[config.mk]
export PLATFORM = sky130hd
export DESIGN_NAME = rtc_calendar_with_period_events_unit
export DESIGN_NICKNAME = d
export VERILOG_FILES = /design/src/hw/rtl/rtcc_pkg.sv /design/src/hw/rtl/rtcc_advance.sv /design/src/hw/rtl/rtc_calendar_with_period_events_unit.sv
export SDC_FILE = /design/constraint.sdc
export NUM_CORES = 1
export LEC_CHECK = 0
export ABC_AREA = 1
export BUFFER_PORTS_ARGS = -buffer_cell sky130_fd_sc_hd__clkbuf_2
export CORE_AREA = 2 2 178 310
export CTS_BUF_LIST = sky130_fd_sc_hd__clkbuf_8
export DETAILED_ROUTE_END_ITERATION = 8
export DIE_AREA = 0 0 180 312
export GPL_ROUTABILITY_DRIVEN = 1
export HOLD_SLACK_MARGIN = 0.08
export PLACE_DENSITY = 0.5
export SETUP_SLACK_MARGIN = 0.4
export SLEW_MARGIN = 5
export SYNTH_ARGS = -nofsm -noshare
export SYNTH_HDL_FRONTEND = slang
export SYNTH_HIERARCHICAL = 1
export SYNTH_SLANG_ARGS = --single-unit
[constraint.sdc]
create_clock -name i_clk -period 5.75 [get_ports i_clk]
set_input_delay 0.8625 -clock i_clk [delete_from_list [all_inputs] [get_ports i_clk]]
set_output_delay 0.8625 -clock i_clk [all_outputs]
set_load 0.03 [all_outputs]
[src/hw/rtl/rtcc_pkg.sv]
// Shared types, codes and constants for the real-time clock calendar block.
// No dependencies; every other file in hw/rtl imports this package.
package rtcc_pkg;

    // Operation codes carried in the input beat.
    localparam logic [1:0] OP_TICK = 2'd0;
    localparam logic [1:0] OP_SET  = 2'd1;
    localparam logic [1:0] OP_READ = 2'd2;

    // Configuration register indexes.
    localparam logic CFG_COUNT_MODE = 1'b0;
    localparam logic CFG_TICKS_PER_SEC = 1'b1;

    localparam int CFG_DATA_W = 8;
    localparam int EVENT_W = 9;

    // Event bit positions.
    localparam int EV_SECOND   = 0;
    localparam int EV_TEN_SEC  = 1;
    localparam int EV_MINUTE   = 2;
    localparam int EV_MIN5     = 3;
    localparam int EV_MIN10    = 4;
    localparam int EV_MIN15    = 5;
    localparam int EV_HOUR     = 6;
    localparam int EV_HOUR2    = 7;
    localparam int EV_MIDNIGHT = 8;

    localparam logic [13:0] YEAR_MAX = 14'd9999;

    // State after reset.
    localparam logic [13:0] RST_YEAR   = 14'd2024;
    localparam logic [3:0]  RST_MONTH  = 4'd4;
    localparam logic [4:0]  RST_DAY    = 5'd17;
    localparam logic [4:0]  RST_HOUR   = 5'd13;
    localparam logic [5:0]  RST_MINUTE = 6'd53;
    localparam logic [5:0]  RST_SECOND = 6'd0;
    localparam logic [7:0]  RST_TICKS_PER_SEC = 8'd50;

    typedef struct packed {
        logic [13:0] year;
        logic [3:0]  month;
        logic [4:0]  day;
        logic [4:0]  hour;
        logic [5:0]  minute;
        logic [5:0]  second;
    } t_time;

    typedef struct packed {
        logic [1:0]  operation;
        logic [31:0] fine_count;
        logic [13:0] new_year;
        logic [7:0]  new_month;
        logic [7:0]  new_day;
        logic [7:0]  new_hour;
        logic [7:0]  new_minute;
        logic [7:0]  new_second;
    } t_in_item;

    typedef struct packed {
        logic [13:0]        year;
        logic [3:0]         month;
        logic [4:0]         day;
        logic [4:0]         hour;
        logic [5:0]         minute;
        logic [5:0]         second;
        logic               set_accepted;
        logic [EVENT_W-1:0] period_events;
    } t_out_item;

    // Length of a month; codes outside 1..12 read as 31 days.
    function automatic logic [4:0] month_days(input logic [3:0] month, input logic leap);
        logic [4:0] days;
        case (month)
            4'd2: days = leap ? 5'd29 : 5'd28;
            4'd4, 4'd6, 4'd9, 4'd11: days = 5'd30;
            default: days = 5'd31;
        endcase
        return days;
    endfunction

endpackage

[src/hw/rtl/rtcc_advance.sv]
// One-second advance of the calendar with Gregorian rollover and event flags.
// Depends on rtcc_pkg for the time type and month lengths.
module rtcc_advance (
    input  rtcc_pkg::t_time                   i_cur,
    output rtcc_pkg::t_time                   o_next,
    output logic [rtcc_pkg::EVENT_W-1:0]      o_events
);
    import rtcc_pkg::*;

    logic [6:0]  sec_inc;
    logic [6:0]  min_inc;
    logic [5:0]  hour_inc;
    logic [5:0]  day_inc;
    logic [4:0]  month_inc;
    logic        sec_wrap;
    logic        min_wrap;
    logic        hour_wrap;
    logic        day_wrap;
    logic        month_wrap;
    logic [13:0] inv_prod;
    logic        div25;
    logic        leap;
    logic        ten_sec;
    logic        min5;
    logic        min10;
    logic        min15;

    // Multiplying by the inverse of 25 modulo 2^14 maps the multiples of 25
    // onto the lowest 656 codes, so divisibility needs no divider.
    assign inv_prod = i_cur.year * 14'd7209;
    assign div25    = inv_prod <= 14'd655;
    assign leap     = (i_cur.year[1:0] == 2'd0) && (!div25 || (i_cur.year[3:0] == 4'd0));

    assign sec_inc   = 7'(i_cur.second) + 7'd1;
    assign min_inc   = 7'(i_cur.minute) + 7'd1;
    assign hour_inc  = 6'(i_cur.hour) + 6'd1;
    assign day_inc   = 6'(i_cur.day) + 6'd1;
    assign month_inc = 5'(i_cur.month) + 5'd1;

    assign sec_wrap   = sec_inc >= 7'd60;
    assign min_wrap   = sec_wrap && (min_inc >= 7'd60);
    assign hour_wrap  = min_wrap && (hour_inc >= 6'd24);
    assign day_wrap   = hour_wrap && (day_inc > 6'(month_days(i_cur.month, leap)));
    assign month_wrap = day_wrap && (month_inc > 5'd12);

    always_comb begin
        o_next.second = sec_wrap ? 6'd0 : sec_inc[5:0];
        o_next.minute = !sec_wrap ? i_cur.minute : (min_wrap ? 6'd0 : min_inc[5:0]);
        o_next.hour   = !min_wrap ? i_cur.hour : (hour_wrap ? 5'd0 : hour_inc[4:0]);
        o_next.day    = !hour_wrap ? i_cur.day : (day_wrap ? 5'd1 : day_inc[4:0]);
        o_next.month  = !day_wrap ? i_cur.month : (month_wrap ? 4'd1 : month_inc[3:0]);
        o_next.year   = i_cur.year;
        if (month_wrap && (i_cur.year < YEAR_MAX)) begin
            o_next.year = i_cur.year + 14'd1;
        end
    end

    always_comb begin
        ten_sec = o_next.second inside {6'd0, 6'd10, 6'd20, 6'd30, 6'd40, 6'd50};
        min5  = o_next.minute inside {6'd0, 6'd5, 6'd10, 6'd15, 6'd20, 6'd25,
                                      6'd30, 6'd35, 6'd40, 6'd45, 6'd50, 6'd55};
        min10 = o_next.minute inside {6'd0, 6'd10, 6'd20, 6'd30, 6'd40, 6'd50};
        min15 = o_next.minute inside {6'd0, 6'd15, 6'd30, 6'd45};

        o_events              = '0;
        o_events[EV_SECOND]   = 1'b1;
        o_events[EV_TEN_SEC]  = ten_sec;
        o_events[EV_MINUTE]   = sec_wrap;
        o_events[EV_MIN5]     = sec_wrap && min5;
        o_events[EV_MIN10]    = sec_wrap && min10;
        o_events[EV_MIN15]    = sec_wrap && min15;
        o_events[EV_HOUR]     = min_wrap;
        o_events[EV_HOUR2]    = min_wrap && !o_next.hour[0];
        o_events[EV_MIDNIGHT] = min_wrap && (o_next.hour == 5'd0);
    end

endmodule

[src/hw/rtl/rtc_calendar_with_period_events_unit.sv]
// Real-time clock calendar: tick, validated set and read with period events.
// An accepted beat waits in the input register until the result register is free,
// and is then processed into the result register, where its result is offered.
// Throughput: one beat per cycle; the input register keeps taking beats while
// a result waits, and stalls only when both registers are full.
// Reset (synchronous, active low) loads 2024-04-17 13:53:00, clears the fine
// count reference, sets count mode off and 50 counts per second.
module rtc_calendar_with_period_events_unit (
    input  logic                                i_clk,
    input  logic                                i_rst_n,
    input  logic                                i_in_valid,
    output logic                                o_in_stall,
    input  rtcc_pkg::t_in_item                  i_in_item,
    output logic                                o_out_valid,
    input  logic                                i_out_stall,
    output rtcc_pkg::t_out_item                 o_out_item,
    input  logic                                i_cfg_we,
    input  logic                                i_cfg_idx,
    input  logic [rtcc_pkg::CFG_DATA_W-1:0]     i_cfg_wdata
);
    import rtcc_pkg::*;

    logic                r_count_mode;
    logic [7:0]          r_ticks_per_sec;
    t_time               r_time;
    t_time               n_time;
    logic [31:0]         r_last_fine;
    logic [31:0]         n_last_fine;
    logic                r_in_valid;
    t_in_item            r_in_item;
    logic                r_out_valid;
    t_out_item           r_out_item;
    t_out_item           n_out_item;

    t_time               adv_time;
    logic [EVENT_W-1:0]  adv_events;
    logic                out_free;
    logic                process;
    logic                in_accept;
    logic [31:0]         fine_diff;
    logic [31:0]         fine_mag;
    logic                tick_go;
    logic                set_leap;
    logic                set_ok;

    rtcc_advance u_advance (
        .i_cur    (r_time),
        .o_next   (adv_time),
        .o_events (adv_events)
    );

    assign out_free   = !r_out_valid || !i_out_stall;
    assign process    = r_in_valid && out_free;
    assign o_in_stall = r_in_valid && !out_free;
    assign in_accept  = i_in_valid && !o_in_stall;

    // The fine-count distance is a signed 32-bit difference; its magnitude at
    // the most negative value stays 2^31, which still compares as large.
    assign fine_diff = r_in_item.fine_count - r_last_fine;
    assign fine_mag  = fine_diff[31] ? (32'd0 - fine_diff) : fine_diff;
    assign tick_go   = (r_in_item.operation == OP_TICK) &&
                       (!r_count_mode || (fine_mag >= 32'(r_ticks_per_sec)));

    // A set checks the month length with the two-digit-year leap rule.
    assign set_leap = r_in_item.new_year[1:0] == 2'd0;
    assign set_ok   = (r_in_item.operation == OP_SET) &&
                      (r_in_item.new_year != 14'd0) && (r_in_item.new_year <= YEAR_MAX) &&
                      (r_in_item.new_month != 8'd0) && (r_in_item.new_month <= 8'd12) &&
                      (r_in_item.new_day != 8'd0) &&
                      (r_in_item.new_day <= 8'(month_days(r_in_item.new_month[3:0], set_leap))) &&
                      (r_in_item.new_hour <= 8'd23) &&
                      (r_in_item.new_minute <= 8'd59) &&
                      (r_in_item.new_second <= 8'd59);

    always_comb begin
        n_time      = r_time;
        n_last_fine = r_last_fine;
        if (tick_go) begin
            n_time = adv_time;
            // The fine-count reference only moves on a count-mode advance.
            if (r_count_mode) begin
                n_last_fine = r_in_item.fine_count;
            end
        end else if (set_ok) begin
            n_time.year   = r_in_item.new_year;
            n_time.month  = r_in_item.new_month[3:0];
            n_time.day    = r_in_item.new_day[4:0];
            n_time.hour   = r_in_item.new_hour[4:0];
            n_time.minute = r_in_item.new_minute[5:0];
            n_time.second = r_in_item.new_second[5:0];
        end

        n_out_item.year          = n_time.year;
        n_out_item.month         = n_time.month;
        n_out_item.day           = n_time.day;
        n_out_item.hour          = n_time.hour;
        n_out_item.minute        = n_time.minute;
        n_out_item.second        = n_time.second;
        n_out_item.set_accepted  = set_ok;
        n_out_item.period_events = tick_go ? adv_events : '0;
    end

    always_ff @(posedge i_clk) begin
        if (!i_rst_n) begin
            r_count_mode    <= 1'b0;
            r_ticks_per_sec <= RST_TICKS_PER_SEC;
            r_time.year     <= RST_YEAR;
            r_time.month    <= RST_MONTH;
            r_time.day      <= RST_DAY;
            r_time.hour     <= RST_HOUR;
            r_time.minute   <= RST_MINUTE;
            r_time.second   <= RST_SECOND;
            r_last_fine     <= 32'd0;
            r_in_valid      <= 1'b0;
            r_out_valid     <= 1'b0;
        end else begin
            if (i_cfg_we) begin
                case (i_cfg_idx)
                    CFG_COUNT_MODE:    r_count_mode    <= i_cfg_wdata[0];
                    CFG_TICKS_PER_SEC: r_ticks_per_sec <= i_cfg_wdata[7:0];
                    default: ;
                endcase
            end
            if (process) begin
                r_time      <= n_time;
                r_last_fine <= n_last_fine;
            end
            r_in_valid  <= in_accept || (r_in_valid && !process);
            r_out_valid <= process || (r_out_valid && i_out_stall);
        end
    end

    always_ff @(posedge i_clk) begin
        if (in_accept) begin
            r_in_item <= i_in_item;
        end
        if (process) begin
            r_out_item <= n_out_item;
        end
    end

    assign o_out_valid = r_out_valid;
    assign o_out_item  = r_out_item;

endmodule

Yosys cells after proc, flatten, opt, wreduce, memory -nomap -nowiden:

Index checks and enable logic that the tools add are counted.

* register bits: 221
* logic and storage cells: 155

* equal/unequal tests: 27
* bitwise operators: 1
* magnitude comparators: 14
* add/subtract/negate cells: 8
* $mul: 1
* reductions and logical operators: 58
* muxes and demuxes: 18

Operators by type and width (number)
* $mux 40: 2
* $eq 6x6->1 const B: 7
* $ge 32x8->1: 1
* $mux 32: 1
* $sub 1x32->32 const A: 1
* $sub 32x32->32: 1
* $eq 6x5->1 const B: 5
* $logic_and 1x1->1: 26
* $mux 5: 4
* $eq 6x4->1 const B: 3
* $mux 6: 3
* $eq 4x3->1 const B: 4
* $eq 4x4->1 const B: 4
* $le 8x6->1 const B: 2
* $reduce_bool 8->1: 2
* $add 14x1->14 const B: 1
* $add 6x1->7 const B: 2
* $ge 7x6->1 const B: 2
* $le 14x10->1 const B: 1
* $le 14x14->1 const B: 1
* $lt 14x14->1 const B: 1
* $mul 14x13->14 const B: 1
* $mux 14: 1
* $reduce_bool 14->1: 1
* other kinds (28): 50

Depth between registers and ports, before layout:

Gate-level depths: netlist of run 1.

* depth after elaboration: 13
* depth in mapped cells: 41
* gate-level depth less buffers: 38

Hierarchy:

Netlist of run 1, hierarchy kept.

By module, submodules not included
* rtc_calendar_with_period_events_unit: area each 13093.8 µm², cells each 1832, times used 1
* rtcc_advance: area each 2835.2 µm², cells each 456, times used 1

Least setup slack after synthesis of run 1:

OpenSTA, ideal clock, no wires.

* kind: flip-flop to flip-flop
* start: register r_time[26] (netlist name)
* end: register r_out_item, in the netlist o_out_item[46] (data pin)
* data required time: 5495 ps
* library setup time: 255 ps
* arrival time: 5010 ps
* period minus slack after synthesis: 5265 ps
* path slack: 485 ps
* cell stages (with the launch flop): 26
* cells stage by stage: dfxtp_1 -> fa_1 -> ha_1 -> ha_1 -> inv_1 -> fa_1 -> fa_1 -> inv_1 -> ha_1 -> a21oi_1 -> or2_2 -> nand3_1 -> nand2_1 -> a21oi_1 -> ha_1 -> a21oi_1 -> o211ai_1 -> o22ai_1 -> nand2_4 -> nor2_4 -> nand2_4 -> nor2_2 -> nand3_1 -> xnor2_1 -> nand3b_1 -> and2_1

RTL lines
* start: declaration: RTL line rtc_calendar_with_period_events_unit.sv:25 `t_time r_time;`
* start signal: assignment: RTL line rtc_calendar_with_period_events_unit.sv:125 `r_time <= n_time;`
* end signal: assignment: RTL line rtc_calendar_with_period_events_unit.sv:138 `r_out_item <= n_out_item;`
* end: declaration: RTL line rtc_calendar_with_period_events_unit.sv:32 `t_out_item r_out_item;`

==> results.cfg, run 1 <==
[synthesis]
synth_area_leaders = edfxtp_1 26%, nand2_1 17%, dfxtp_1 10%
syn_inst = 2288
synth_most_common_cell = nand2_1
synth_warnings = 6
synth.cells.most_frequent = 703 x nand2_1, 364 x inv_1, 256 x nor2_1
synth_top_area_cell = edfxtp_1
syn_area_um2 = 15930
yosysUniqueCellTypes = 53
yosys.area_share.simple_pct = 35.91
synthMuxAreaShare_pct = 0
synth_top_family_by_area = simple AND/OR/NAND/NOR gates
ys_seq_elements = 221
yosys.area.top_type_share_pct = 26.02
avgSynthCellArea_um2 = 6.962
yosys.area_share.xor_xnor_pct = 2.309
synth_nets = 2497
synth_compound_area_share_pct = 5.868
synth-edff-count = 138
async_flop_share_pct = 0
synthAdderAreaFrac_pct = 8.970
yosysSeqAreaShare_pct = 36.45
synth-main-ff-cell = edfxtp_1

[timing]
setup_tns_ns = 0
slew_headroom_pct = 40.03
slew_viol_final = 0
final-setup-viol-count = 0
fin_worst_skew_ns = 0.03528
period_share_pct = 91.13
hold_viol = 0
clock.fmax_mhz = 190.8
min_period_ns = 5.240
tightest_slew_ns = 0.8996
rsz0062_at_grt = yes

[place]
dp.cells = 3100
dpl.hpwl_mm = 40.92
port_buffers = 153
globalplace.congestion = 0.9103

[clocking]
htreeDepth = 2
cts_made_buffers = 39
clk_pin_slew_ns = 0.06
cts_tree = yes
cts.sinks = 221
clock-root-buffer = clkbuf_8
clk-insertion-delay-late_ns = 0.59
clockBufferDepth = 3

[pwr]
pwr-share-seq_pct = 39.4
power_frac_clock_pct = 31.1
intPower_mw = 3.078
p_leak_nw = 9.270
powerDensity_nw_per_um2 = 251.3
p_sw_mw = 1.620
p_sw_share_pct = 34.49
vdd_drop_max_uv = 165.1
combPwrFrac_pct = 29.5

[setup_path]
r2r_slack_ns = 0.51
endpoint_kind = flip-flop
cp.arrival_ns = 5.57
cpLargestDelayFamily = adder cells
required_ns = 6.08
critPathKind = flip-flop to flip-flop
crit_slowest_cell = fa_1
crit_path_frequent_cell = ha_4
path_buf_inv = 2
cpPeakStageDelay_ns = 0.58
startpoint_type = flip-flop
crit_fanout = 5

[die]
io_pins = 154
core_area_um2 = 53390
initial_core_util_pct = 29.83
die_width_um = 180
die_h_um = 312
fp-row-count = 112
die_area_um2 = 56160

[route]
wirelength_mm = 52.49
via_per_inst = 4.693
vias = 14939
drc = 0
wl_per_cell_um = 16.49
antenna_left = 0
drt_iter0_drc = 772
firstDrtPassIters = 5

[grt]
grt_pass1_vias = 15082
grt.overflow.total = 0
grt_max_degree = 67
antenna_found_initial = 3
gr-usage-all-layers_pct = 18.36
grt_pass1_wl_mm = 80.92

[cells_and_area]
fin_cells = 3183
nets = 2678
final_layout_size_suffix_gt1_share_pct = 14.65
syn_to_final_growth_pct = 17.37

[job]
cap_violations = 0

[hold_path]
worstHoldPathType = input pin to flip-flop

[outcome]
status = completed
power by group through the flow:
stage / sequential [mW] / clock (mW) / combinational [mW]
after detailed placement: 1.88 / 0 / 1.22
after floorplan: 1.90 / 0 / 0.846
after CTS: 1.85 / 1.53 / 1.31
after global placement: 1.88 / 0 / 1.20
final: 1.85 / 1.46 / 1.39
after global routing: 1.86 / 1.59 / 1.55
logic make-up (layout without fill, tap and decap cells):
logic type | Yosys count | after routing
other | 1 | 2
buffers and inverters | 423 | 632
XOR/XNOR | 42 | 42
flip-flops | 221 | 221
AO/OA/AOI/OAI | 172 | 172
adder cells (fa/ha/maj) | 107 | 107
AND/OR/NAND/NOR | 1322 | 1323
registers in the layout, indices dropped and copies added, names as in the netlist:
signal and count:
r_in_valid 1, r_in_item 88, r_time 40, r_count_mode 1, r_ticks_per_sec 8, r_last_fine 32
o_out_item 50, o_out_valid 1
metal layers:
metal | wire length [um] | vias up | global-route usage (%)
li1 | - | 7631 | -
met1 | 18560 | 6826 | 17.58
met2 | 28810 | 357 | 36.81
met3 | 2151 | 121 | 2.738
met4 | 2934 | 4 | 9.922
met5 | 31 | - | 0
worst reg2reg max path, stage by stage (launching register included):
cell and delay [ns]:
dfxtp_2 0.33, fa_1 0.58, ha_4 0.21, ha_4 0.26, inv_2 0.04, fa_1 0.49, fa_2 0.54, inv_2 0.04
ha_4 0.28, xnor2_2 0.11, nand2_1 0.08, nor2_2 0.12, nand3_2 0.09, nand2_2 0.07, a21oi_2 0.05, ha_1 0.29
a21oi_2 0.12, o211ai_1 0.11, o22ai_2 0.17, nand2_4 0.08, nor2_4 0.12, nand2_4 0.11, nor2_4 0.15, nand3_2 0.09
xnor2_1 0.12, nand3b_1 0.16, and2_1 0.18
through the flow:
step                      setup WS [ns]  cell area, um^2  hold WS (ns)  util (%)  power, mW
after global placement           0.1506            17510        0.4498     32.79      3.083
after global routing             0.2905            18700        0.4210     35.02      5.005
after detailed placement        0.04987            17510        0.4555     32.79      3.101
final                            0.5098            18700        0.4507     35.02      4.698
after CTS                        0.3828            18440        0.4001     34.54      4.699
after floorplan                  0.4855            15930        0.4355         -      2.743
cell usage in the layout (no fill, tap or decap), types with 3 or more instances in the layout:
cell type / n
a21oi_1: 81
a21oi_2: 8
and2_1: 25
buf_4: 34
buf_6: 6
clkbuf_2: 153
clkbuf_8: 42
clkinv_1: 5
clkinv_2: 7
dfxtp_1: 74
dfxtp_2: 5
dfxtp_4: 4
edfxtp_1: 138
fa_1: 10
ha_1: 77
ha_2: 6
ha_4: 12
inv_1: 368
inv_2: 10
nand2_1: 701
nand2_2: 16
nand2_4: 6
nand3_1: 189
nand3_2: 7
nand3b_1: 23
nand4_1: 29
nor2_1: 251
nor2_2: 15
nor2_4: 6
nor3_1: 28
nor3b_1: 3
nor4_1: 10
o211ai_1: 6
o21ai_0: 53
or2_2: 6
xnor2_1: 13
xor2_1: 27
final timing paths:
path,depth (start not counted),start,endpoint
max,26,r_time[28]$_SDFFE_PN0P_,o_out_item[46]$_DFFE_PP_
min,1,i_in_item[20],r_in_item[20]$_DFFE_PP_
max reg2reg,26,r_time[28]$_SDFFE_PN0P_,o_out_item[46]$_DFFE_PP_
min reg2reg,2,r_ticks_per_sec[2]$_SDFFE_PN0P_,r_ticks_per_sec[2]$_SDFFE_PN0P_
area by class of cell:
cell class	count	area, um^2
tap	684	855.8
antenna	1	2.502
inverter	369	1394
multi-input combinational	1645	8775
sequential	221	5827
fill	5702	34700
clock buffer	42	578.1
timing repair buffer	193	1089
clock inverter	28	175.2
timing repair:
| item | in CTS | in global routing |
|---|---|---|
| pin swaps | 34 | 39 |
| buffers inserted | 6 | 5 |
| gates resized for setup | 36 | 40 |
| hold buffers | 0 | 0 |
| hold endpoints to repair | 0 | 0 |
| endpoints found under the setup margin | 35 | 121 |
| gates cloned | 0 | 1 |
(Power assumes the default switching activity.)
==> inputs of run 2 (changes only) <==
==> constraint.sdc (replaced) <==
create_clock -name i_clk -period 6.5 [get_ports i_clk]
set_input_delay 0.975 -clock i_clk [delete_from_list [all_inputs] [get_ports i_clk]]
set_output_delay 0.975 -clock i_clk [all_outputs]
set_load 0.03 [all_outputs]
==> run 2 against run 1 <==
Against the previous run:
- non-clock buffer count decreased by 25
- power decreased by 16%
- clock skew is 0.0074 ns higher
- critical path type unchanged
- largest cell class unchanged
- largest power group unchanged
==> results.cfg, run 2 (same netlist as run 1, synthesis figures left out) <==
[setup_path]
critPathKind = flip-flop to flip-flop
cp.arrival_ns = 6.05
crit_path_frequent_cell = ha_1
crit_slowest_cell = fa_1
path_buf_inv = 2
crit_fanout = 7
startpoint_type = flip-flop
required_ns = 6.83
cpPeakStageDelay_ns = 0.54
cpLargestDelayFamily = adder cells
endpoint_kind = flip-flop
r2r_slack_ns = 0.79

[timing]
period_share_pct = 87.92
slew_viol_final = 0
min_period_ns = 5.715
setup_tns_ns = 0
tightest_slew_ns = 0.8277
rsz0062_at_grt = no
clock.fmax_mhz = 175.0
hold_viol = 0
final-setup-viol-count = 0
fin_worst_skew_ns = 0.04271
slew_headroom_pct = 44.82

[die]
die_h_um = 312
core_area_um2 = 53390
die_area_um2 = 56160
initial_core_util_pct = 29.83
die_width_um = 180
io_pins = 154
fp-row-count = 112

[clocking]
htreeDepth = 2
ctsHoldBuffers = 0
cts_made_buffers = 39
clk_pin_slew_ns = 0.06
cts_tree = yes
clockBufferDepth = 3
cts.sinks = 221
clock-root-buffer = clkbuf_8
clk-insertion-delay-late_ns = 0.60

[place]
port_buffers = 153
dp.cells = 3086
dpl.hpwl_mm = 40.15
globalplace.congestion = 0.9588

[pwr]
powerDensity_nw_per_um2 = 218.0
p_leak_nw = 9.114
vdd_drop_max_uv = 160.9

[cells_and_area]
final_layout_size_suffix_gt1_share_pct = 11.61
fin_cells = 3158
nets = 2652
syn_to_final_growth_pct = 14.08
final_cell_mix = 703 x nand2_1, 375 x inv_1, 254 x nor2_1
largest_reg_flops = 88
largest_register = r_in_item
final_common_cell = nand2_1

[route]
drc = 0
wl_per_cell_um = 16.19
wirelength_mm = 51.13
vias = 15002
drt_iter0_drc = 715
firstDrtPassIters = 5
via_per_inst = 4.750
antenna_left = 0

[grt]
antenna_found_initial = 4
busiest_layer = met2
gr-usage-met1_pct = 17.53
gr-usage-all-layers_pct = 18.15
grt_pass1_wl_mm = 80.69
use_met3_pct = 2.936
grt_max_degree = 66
grt.overflow.total = 0
grt_pass1_vias = 15230
gr-usage-met2_pct = 36.84

[hold_path]
worstHoldPathType = flip-flop to flip-flop

[outcome]
status = completed

[job]
cap_violations = 0
-- run 2: power by group --
group          internal, mW  leakage, nW  switching (mW)
Sequential             1.58         1.99          0.0671
Combinational         0.381         6.70           0.673
Clock                 0.646        0.417           0.620
-- run 2: per-stage QoR --
stage | utilization (%) | area (um^2) | setup WS [ns] | total power [mW] | hold slack [ns]
after floorplan | - | 15930 | 1.236 | 2.427 | 0.4355
after global routing | 34.04 | 18170 | 0.4073 | 4.238 | 0.4862
after detailed placement | 32.61 | 17410 | 0.7237 | 2.731 | 0.4575
final | 34.04 | 18170 | 0.7851 | 3.962 | 0.4646
after CTS | 34.02 | 18160 | 0.7028 | 4.033 | 0.4650
after global placement | 32.61 | 17410 | 0.7995 | 2.720 | 0.4508
-- run 2: timing repair --
| action | in CTS | in global routing |
|---|---|---|
| endpoints found under the setup margin | 0 | 4 |
| endpoints found under the hold margin | 0 | 0 |
| buffers inserted | 0 | 0 |
| resized for setup | 0 | 5 |
-- run 2: path summary, 6_finish.rpt --
path | start | end | depth (start not counted)
max | r_time[27]$_SDFFE_PN0P_ | o_out_item[46]$_DFFE_PP_ | 26
max reg2reg | r_time[27]$_SDFFE_PN0P_ | o_out_item[46]$_DFFE_PP_ | 26
min reg2reg | r_ticks_per_sec[3]$_SDFFE_PN0P_ | r_ticks_per_sec[3]$_SDFFE_PN0P_ | 2
min | r_ticks_per_sec[3]$_SDFFE_PN0P_ | r_ticks_per_sec[3]$_SDFFE_PN0P_ | 2
-- run 2: worst reg2reg max path: cells and delay by family, from the launching register on --
kind,cells,cell delay (ns)
fa+ha+maj,7,2.67
simple gates,11,1.33
compound gates,4,0.55
flops,1,0.50
xor+xnor,2,0.32
buf+inv,2,0.09
-- run 2: final cells by class --
cell class                 count  area (um^2)
multi-input combinational   1644         8471
tap                          684        855.8
clock inverter                25        117.6
clock buffer                  46        633.1
fill                        5744        35220
timing repair buffer         168        890.9
inverter                     369         1390
sequential                   221         5812
antenna                        1        2.502
-- run 2: routing by layer --
layer,share of wire [%],vias to the layer above
met5,0.086,-
met4,4.3,6
met3,4.4,115
met2,56,329
met1,36,6966
li1,-,7586
